==> config.mk <==
export PLATFORM = sky130hd
export DESIGN_NAME = bcq_cell
export DESIGN_NICKNAME = d
export VERILOG_FILES = /design/src/sv/bcq_pkg.sv /design/src/sv/bcq_cell.sv
export SDC_FILE = /design/constraint.sdc
export NUM_CORES = 2
export LEC_CHECK = 0
export ABC_AREA = 1
export BUFFER_PORTS_ARGS = -buffer_cell sky130_fd_sc_hd__buf_4
export CORE_UTILIZATION = 30
export DETAILED_ROUTE_END_ITERATION = 8
export PLACE_DENSITY = 0.51
export SYNTH_ARGS = -nofsm -noshare
export SYNTH_HDL_FRONTEND = slang
export SYNTH_SLANG_ARGS = --single-unit
==> constraint.sdc <==
create_clock -name i_clk -period 10.9 [get_ports i_clk]
set_input_delay 0.545 -clock i_clk [delete_from_list [all_inputs] [get_ports i_clk]]
set_output_delay 0.545 -clock i_clk [all_outputs]
set_load 0.01 [all_outputs]
==> src/sv/bcq_pkg.sv <==
// ----------------------------------------------------------------------------
// bcq_pkg - shared types and constants for the biquad cascade
// Widths, coefficient slot codes, register indexes and the structs that run
// between the section cells and the top level.
// ----------------------------------------------------------------------------
package bcq_pkg;

    localparam int NUM_SECTIONS = 2;
    localparam int NUM_SLOTS    = 5;

    localparam int SAMPLE_W = 16;
    localparam int SIG_W    = 32;   // Q16.16 section signals
    localparam int COEF_W   = 24;   // Q2.22 coefficients
    localparam int SLOT_W   = 3;
    localparam int SEC_W    = 4;
    localparam int PROD_W   = SIG_W + COEF_W;
    localparam int ACC_W    = PROD_W + 3;   // five products summed
    localparam int COEF_FRAC = 22;
    localparam int SIG_FRAC  = 16;

    localparam logic [SLOT_W-1:0] SLOT_B0 = 3'd0;
    localparam logic [SLOT_W-1:0] SLOT_B1 = 3'd1;
    localparam logic [SLOT_W-1:0] SLOT_B2 = 3'd2;
    localparam logic [SLOT_W-1:0] SLOT_A1 = 3'd3;
    localparam logic [SLOT_W-1:0] SLOT_A2 = 3'd4;
    localparam logic [SLOT_W-1:0] SLOT_DRAIN = 3'd5;
    localparam logic [SLOT_W-1:0] SLOT_DONE  = 3'd6;

    localparam logic OP_FILTER = 1'b0;
    localparam logic OP_COEF   = 1'b1;

    localparam logic REG_OUT_MIN = 1'b0;
    localparam logic REG_OUT_MAX = 1'b1;

    localparam logic signed [SAMPLE_W-1:0] OUT_MIN_RST = 16'sh8000;
    localparam logic signed [SAMPLE_W-1:0] OUT_MAX_RST = 16'sh7fff;

    // one signal value handed from cell to cell
    typedef struct packed {
        logic                    vld;
        logic signed [SIG_W-1:0] data;
    } t_link;

    // coefficient write broadcast to a cell
    typedef struct packed {
        logic                     we;
        logic [SLOT_W-1:0]        slot;
        logic signed [COEF_W-1:0] value;
    } t_coef_wr;

endpackage

==> src/sv/bcq_cell.sv <==
// ----------------------------------------------------------------------------
// bcq_cell - one direct-form-I biquad section
// Holds its five coefficients and x1/x2/y1/y2 history. A value on the input
// link runs through one multiplier over five steps; the rounded, saturated
// result leaves on the output link once the step counter reaches its done step.
// ----------------------------------------------------------------------------
module bcq_cell (
    input  logic              i_clk,
    input  logic              i_rst_n,
    input  bcq_pkg::t_coef_wr i_cw,
    input  bcq_pkg::t_link    i_link,
    output bcq_pkg::t_link    o_link
);

    localparam int SIG_W  = bcq_pkg::SIG_W;
    localparam int COEF_W = bcq_pkg::COEF_W;
    localparam int PROD_W = bcq_pkg::PROD_W;
    localparam int ACC_W  = bcq_pkg::ACC_W;
    localparam int RND_W  = ACC_W - bcq_pkg::COEF_FRAC;

    logic signed [COEF_W-1:0] r_coef [bcq_pkg::NUM_SLOTS];
    logic signed [SIG_W-1:0]  r_x0, r_x1, r_x2, r_y1, r_y2;
    logic [bcq_pkg::SLOT_W-1:0] r_step;
    logic                     r_act;
    logic signed [PROD_W-1:0] r_prod;
    logic                     r_pvld;
    logic                     r_psub;
    logic signed [ACC_W-1:0]  r_acc;
    logic                     r_out_vld;
    logic signed [SIG_W-1:0]  r_y;

    logic signed [SIG_W-1:0]  w_opnd;
    logic signed [COEF_W-1:0] w_coef;
    logic                     w_mul;
    logic signed [ACC_W-1:0]  w_rnd_sum;
    logic signed [RND_W-1:0]  w_rnd;
    logic signed [SIG_W-1:0]  w_sat;

    always_comb begin
        w_opnd = r_x0;
        w_coef = r_coef[0];
        unique case (r_step)
            bcq_pkg::SLOT_B0: begin w_opnd = r_x0; w_coef = r_coef[0]; end
            bcq_pkg::SLOT_B1: begin w_opnd = r_x1; w_coef = r_coef[1]; end
            bcq_pkg::SLOT_B2: begin w_opnd = r_x2; w_coef = r_coef[2]; end
            bcq_pkg::SLOT_A1: begin w_opnd = r_y1; w_coef = r_coef[3]; end
            bcq_pkg::SLOT_A2: begin w_opnd = r_y2; w_coef = r_coef[4]; end
            default: begin w_opnd = r_x0; w_coef = r_coef[0]; end
        endcase
    end

    assign w_mul = r_act && (r_step <= bcq_pkg::SLOT_A2);

    // round half up to Q16.16, then clamp to 32 bits
    assign w_rnd_sum = r_acc + (ACC_W'(1) <<< (bcq_pkg::COEF_FRAC - 1));
    assign w_rnd     = w_rnd_sum[ACC_W-1:bcq_pkg::COEF_FRAC];

    always_comb begin
        if (w_rnd > RND_W'(signed'({1'b0, {(SIG_W-1){1'b1}}}))) begin
            w_sat = {1'b0, {(SIG_W-1){1'b1}}};
        end else if (w_rnd < RND_W'(signed'({1'b1, {(SIG_W-1){1'b0}}}))) begin
            w_sat = {1'b1, {(SIG_W-1){1'b0}}};
        end else begin
            w_sat = w_rnd[SIG_W-1:0];
        end
    end

    always_ff @(posedge i_clk) begin
        if (!i_rst_n) begin
            r_act     <= 1'b0;
            r_step    <= '0;
            r_pvld    <= 1'b0;
            r_out_vld <= 1'b0;
            r_x1 <= '0;
            r_x2 <= '0;
            r_y1 <= '0;
            r_y2 <= '0;
            for (int k = 0; k < bcq_pkg::NUM_SLOTS; k++) begin
                r_coef[k] <= '0;
            end
        end else begin
            r_out_vld <= 1'b0;
            r_pvld    <= w_mul;
            if (i_cw.we) begin
                for (int k = 0; k < bcq_pkg::NUM_SLOTS; k++) begin
                    if (i_cw.slot == bcq_pkg::SLOT_W'(k)) begin
                        r_coef[k] <= i_cw.value;
                    end
                end
            end
            if (i_link.vld) begin
                r_act  <= 1'b1;
                r_step <= bcq_pkg::SLOT_B0;
            end else if (r_act) begin
                if (r_step == bcq_pkg::SLOT_DONE) begin
                    r_act     <= 1'b0;
                    r_out_vld <= 1'b1;
                    r_x2 <= r_x1;
                    r_x1 <= r_x0;
                    r_y2 <= r_y1;
                    r_y1 <= w_sat;
                end else begin
                    r_step <= r_step + 1'b1;
                end
            end
        end
    end

    // datapath registers
    always_ff @(posedge i_clk) begin
        if (i_link.vld) begin
            r_x0  <= i_link.data;
            r_acc <= '0;
        end else if (r_pvld) begin
            if (r_psub) begin
                r_acc <= r_acc - ACC_W'(r_prod);
            end else begin
                r_acc <= r_acc + ACC_W'(r_prod);
            end
        end
        r_prod <= w_opnd * w_coef;
        r_psub <= (r_step >= bcq_pkg::SLOT_A1);
        if (r_act && r_step == bcq_pkg::SLOT_DONE) begin
            r_y <= w_sat;
        end
    end

    assign o_link.vld  = r_out_vld;
    assign o_link.data = r_y;

endmodule

# After elaboration in Yosys (flattened, before gate mapping)
# Memory sizes are Yosys's and may differ from the RTL's.
# Cells that the tools add are included.
dict set report totals {
  register_bits 314
  ramBits 120
  in_bits 63
  word_cells 83
  n_memories 1
}
dict set report classes {
  add_sub_neg 4
  mul 1
  n_lt_le_gt_ge 4
  eq_ne 9
  muxes 35
  bitwise_logic 9
  n_reduce_logical 7
}
# name depth word_bits rd rd_clocked_by_memory_dff write_ports line_no
set memory_table {}
lappend memory_table {r_coef 5 24 5 0 5 bcq_cell.sv:21} ;# logic signed [COEF_W-1:0] r_coef [bcq_pkg::NUM_SLOTS];
# op count
set ops {}
lappend ops {{32-bit one-hot mux with 4 select lines} 1}
lappend ops {{24-bit 2-to-1 mux} 5}
lappend ops {{24-bit one-hot mux with 4 select lines} 1}
lappend ops {{32-bit 2-to-1 mux} 2}
lappend ops {{59-bit by 23-bit adder with 59-bit output, second input constant} 1}
lappend ops {{59-bit by 56-bit adder with 59-bit output} 1}
lappend ops {{59-bit 2-to-1 mux} 1}
lappend ops {{59-bit by 56-bit subtractor with 59-bit output} 1}
lappend ops {{32-bit by 24-bit multiplier with 56-bit output} 1}
lappend ops {{37-bit by 32-bit > comparator with 1-bit output, second input constant} 1}
lappend ops {{37-bit by 32-bit < comparator with 1-bit output, second input constant} 1}
lappend ops {{1-bit 2-to-1 mux} 25}
lappend ops {{3-bit by 2-bit == test with 1-bit output, second input constant} 4}
lappend ops {{3-bit == test, second input constant} 3}
lappend ops {{3-bit by 1-bit == test with 1-bit output, second input constant} 2}
lappend ops {{1-bit OR} 5}
lappend ops {{1-bit inverter} 4}
lappend ops {{3-bit by 1-bit adder with 3-bit output, second input constant} 1}
lappend ops {{3-bit by 2-bit >= comparator with 1-bit output, second input constant} 1}
lappend ops {{3-bit <= comparator, second input constant} 1}
lappend ops {{3-bit logical NOT} 1}
lappend ops {{3-bit AND reduction} 1}
lappend ops {{3-bit OR reduction} 1}
lappend ops {{1-bit logical AND} 2}
lappend ops {{other kinds (2)} 2}

# Longest topological paths before layout
dict set report depth {
  ltp_word 6
  mapped_depth 39
  mapped_depth_nobuf 36
}

# Worst setup path before layout
# Ideal clock, no wire load.
dict set report synth_path {
  path_type {register to register}
  start {reg r_step[2] in the netlist's numbering}
  end {reg r_prod[54]}
  setup_time_ps 72
  arrival_time_ps 7826
  slack_ps 3002
  path_stages_with_launch 33
  n_path_buf 4
  path_cell_list {dfxtp_1 > buf_2 > inv_2 > ha_1 > buf_2 > clkbuf_1 > a32o_1 > a221oi_1 > nand2_1 > o21a_1 > inv_1 > buf_2 > nor2_1 > fa_1 > fa_1 > inv_1 > fa_1 > inv_1 > fa_1 > fa_1 > fa_1 > inv_1 > fa_1 > inv_1 > ha_1 > nand2_1 > nor2_1 > inv_1 > nor3_1 > nand3_1 > or2_2 > nand2_1 > xor2_1}
}
dict set report synth_between {
  elab_chain_cells 3
}
# item line_no
set synth_lines {}
lappend synth_lines {{start: declaration} bcq_cell.sv:23} ;# logic [bcq_pkg::SLOT_W-1:0] r_step;
lappend synth_lines {{start signal: assignment} bcq_cell.sv:93} ;# r_step <= bcq_pkg::SLOT_B0;
lappend synth_lines {{start signal: assignment} bcq_cell.sv:103} ;# r_step <= r_step + 1'b1;
lappend synth_lines {{3-bit == test, or another cell as far along} bcq_cell.sv:42} ;# unique case (r_step)
lappend synth_lines {{32-bit one-hot mux with 4 select lines or 24-bit one-hot mux with 4 select lines (tied branches)} bcq_cell.sv:42}
lappend synth_lines {{32-bit by 24-bit multiplier with 56-bit output (*)} bcq_cell.sv:121} ;# r_prod <= w_opnd * w_coef;
lappend synth_lines {{end signal: assignment} bcq_cell.sv:121}
lappend synth_lines {{end: declaration} bcq_cell.sv:25} ;# logic signed [PROD_W-1:0] r_prod;
# Mark *: on every way between the ends. The rest lies on a longest branch, timed or not.
# A chain may end at the register's enable or synchronous reset.

# Worst setup path after layout
dict set report layout_path {
  start {reg r_step[1] in the netlist's numbering}
  end {reg r_prod[54]}
}
# Same word-level chain as after synthesis.

==> summary.txt <==
Status
  • Status: finished, final reports clean

Critical path
  • Critical Setup Path Class: reg2reg
  • Critical Path AT: ~10000 ps
  • Worst r2r src: r_step[1]
  • Critical path launch point type: register
  • Worst path required time: 11460 ps
  • Worst-path fanout max: 22
  • CP endpoint kind: register
  • Critical-path top delay cell: o21a_1
  • Slowest Stage Delay on Critical Path: between 700 and 800 ps
  • Register-to-Register Path Depth: 31
  • R2R setup slack: 1170 ps
  • R2r endpoint: r_prod[54]

STA
  • Max Freq: 103 MHz
  • Final worst slack: 1170 ps
  • Period utilisation layout: 0.892
  • Clock skew: between 20 and 30 ps
  • Setup TNS: 0 ps
  • RSZ-0062 raised after global routing: no
  • Slew Viols, Final: 0
  • Period minus WS final: 9730 ps
  • Slew HR: 0.227
  • Worst hold slack: 88.7 ps
  • Final Hold Fails: 0
  • Worst-Margin Slew: 1150 ps
  • Final setup violation count: 0

Min path
  • Hold endpoint: r_x0[19]
  • Hold wc startpoint: i_link[19]
  • Worst hold path type: in2reg
  • Hold path depth: 1

Yosys
  • Adder-Cell Fraction of Synth Area: 0.363
  • Fraction of synthesized area in multiplexers: 0
  • Yosys warns: 0
  • Main combinational cell family by area after synthesis: adder cells
  • XOR/XNOR Fraction of Synth Area: 0.0286
  • Compound-Gate Fraction of Synth Area: 0.0849
  • Post-synth EDFFs: 184
  • Count of unique library cells instantiated by Yosys: 48
  • Synth Instances: 6369
  • Async SR Flop Fraction: 0
  • Leading area contributor after synthesis: fa_1
  • Syn nets: around 7400
  • Post-Synth Simple-Gate Area: 0.190
  • Sequential fraction of the synthesis area: 0.208
  • Syn Area/Cell: 7.95 µm²
  • FF+latch count, synth: 434
  • Synth top area cells: fa_1, edfxtp_1, inv_1
  • Most common flop cell mapped by yosys: dfxtp_1
  • Synth top area share: 0.310
  • Post-Syn Area: 50600 µm²

Layout
  • Fill cell count: 17901
  • Area of the multi-input gates: roughly 34000 µm²
  • Register Area: 10500 µm²
  • Synth-to-Final Area Change: 9.07%
  • Layout cell share with drive strength beyond 1: 0.0491
  • Ant diodes: 0
  • Final #Nets: 7412

CTS
  • Post-CTS setup buffer count: 0
  • Cts hold-fix bufs: 0
  • CTS root buf: clkbuf_16
  • Clock Tree Buf Depth: 3
  • Sink Count: between 400 and 500
  • CTS resizes: 0
  • CTS clk-pin slew, worst paths: 60 ps
  • H-tree depth: 2
  • Worst-Skew Late Latency: 640 ps
  • CTS buffer count: slightly below 50
  • CTS tree: yes

Die
  • # rows: 150
  • Die height: between 400 and 500 µm
  • Die W: a little over 400 µm
  • Io pins: 96
  • Die ar.: 170000 µm²
  • Initial core utilization: 0.302
  • Core area: roughly 170000 µm²

Global routing
  • GRT Total Usage: 0.214
  • First-pass GRT wire length: roughly 270 mm
  • Vias in the first global route: 41948
  • Initial antenna violation count: 7
  • Global route overflow: 0
  • Largest net degree at the start of global routing: 106

Routing
  • DRC: 0
  • Antenna Nets Post-Route: 0
  • Via count: between 40000 and 50000
  • Routed WL: between 150 and 200 mm
  • WL/cell: 21.3 µm
  • Pre-Repair DR Iteration Count: 8
  • Drt initial violations: 3634
  • Vias per inst: about 4.9

Placement
  • Routability Congestion: 0.975
  • Number of I/O port buffers: 95
  • Setup slack after placement: 1200 ps
  • HPWL after DPL: 149 mm

Job
  • Max-Cap Viols: 0
[state kept, by name, summed over array words and instances, names as in the netlist]
signal and count:
r_acc 59, r_x0 32, r_out_vld 1, r_step 3, r_x1 32, r_x2 32
r_pvld 1, r_prod 56, r_y 32, r_psub 1, r_act 1, r_coef 120
r_y2 32, r_y1 32
[through the flow]
stage / util / instances / instance area [µm²]
6_report: 0.330 / 8595 / 55200
5_1_grt: 0.330 / 8595 / 55200
4_1_cts: 0.330 / 8595 / 55200
3_5_place_dp: 0.320 / 8503 / 53600
3_3_place_gp: 0.320 / 8503 / 53600
2_1_floorplan: - / 6369 / 50600
[cell usage after synthesis (all sizes together) (85+ instances only)]
| library cell | number |
|---|---|
| ha | 215 |
| edfxtp | 184 |
| nand3 | 179 |
| fa | 784 |
| buf | 157 |
| a21oi | 249 |
| nor2 | 975 |
| xor2 | 131 |
| nand2 | 1150 |
| o21ai | 257 |
| inv | 1378 |
| dfxtp | 250 |
| clkbuf | 85 |
[area by class of cell]
cell class / instances / share of cell area
sequential: 434 / 0.191
inverter: 1384 / 0.0941
clock buffer: 56 / 0.0233
clock inverter: 36 / 0.00639
tap: 2204 / 0.0499
timing repair buffer: 172 / 0.0238
multi-input combinational: 4309 / 0.612
[cells by family after synthesis]
logic type / after synthesis
AOI/OAI and AO/OA: 732
buffers and inverters: 1626
and+or+nand+nor: 2413
xor gates and xnor gates: 165
DFF: 434
adders and majority gates: 999
[layout by cell type (no fill, tap or decap), drive strengths merged, types with 172 or more instances in the layout]
cell type	netlist	layout
a21oi	249	249
nand2	1150	1150
o21ai	257	257
dfxtp	250	250
edfxtp	184	184
nor2	975	975
inv	1378	1380
fa	784	784
buf	157	172
nand3	179	179
ha	215	215
[worst max-delay path, delay by kind of cell (launching register included)]
family	cells	cell delay [ps]
adders and majority gates	9	3940
AOI/OAI and AO/OA	4	1770
and+or+nand+nor	8	1720
buffers and inverters	9	1690
DFF	1	330
xor gates and xnor gates	1	130
[routing by layer]
metal / part of all wire / wire length, µm / global-route usage / vias up
met4: 0.027 / 4870 / 0.0550 / 4
met3: 0.069 / 12700 / 0.0306 / 218
li1: - / - / - / 19282
met2: 0.47 / 85200 / 0.350 / 1419
met1: 0.44 / 80000 / 0.296 / 21020
met5: 0.00015 / 27 / 0 / -
[how the worst max path moves through the flow]
stage / from / endpoint / slack (ps)
detailed placement: r_step[1] / r_prod[54] / 1200
global placement: r_step[1] / r_prod[54] / 1200
global route: r_step[1] / r_prod[54] / 630
floorplan: r_step[2] / r_prod[54] / 3000
finish: r_step[1] / r_prod[54] / 1170
CTS: r_step[1] / r_prod[54] / 1160
Power is left out: the tool's default activity adds up to more than one toggle a clock period on the data nets, which glitch-free logic cannot reach.
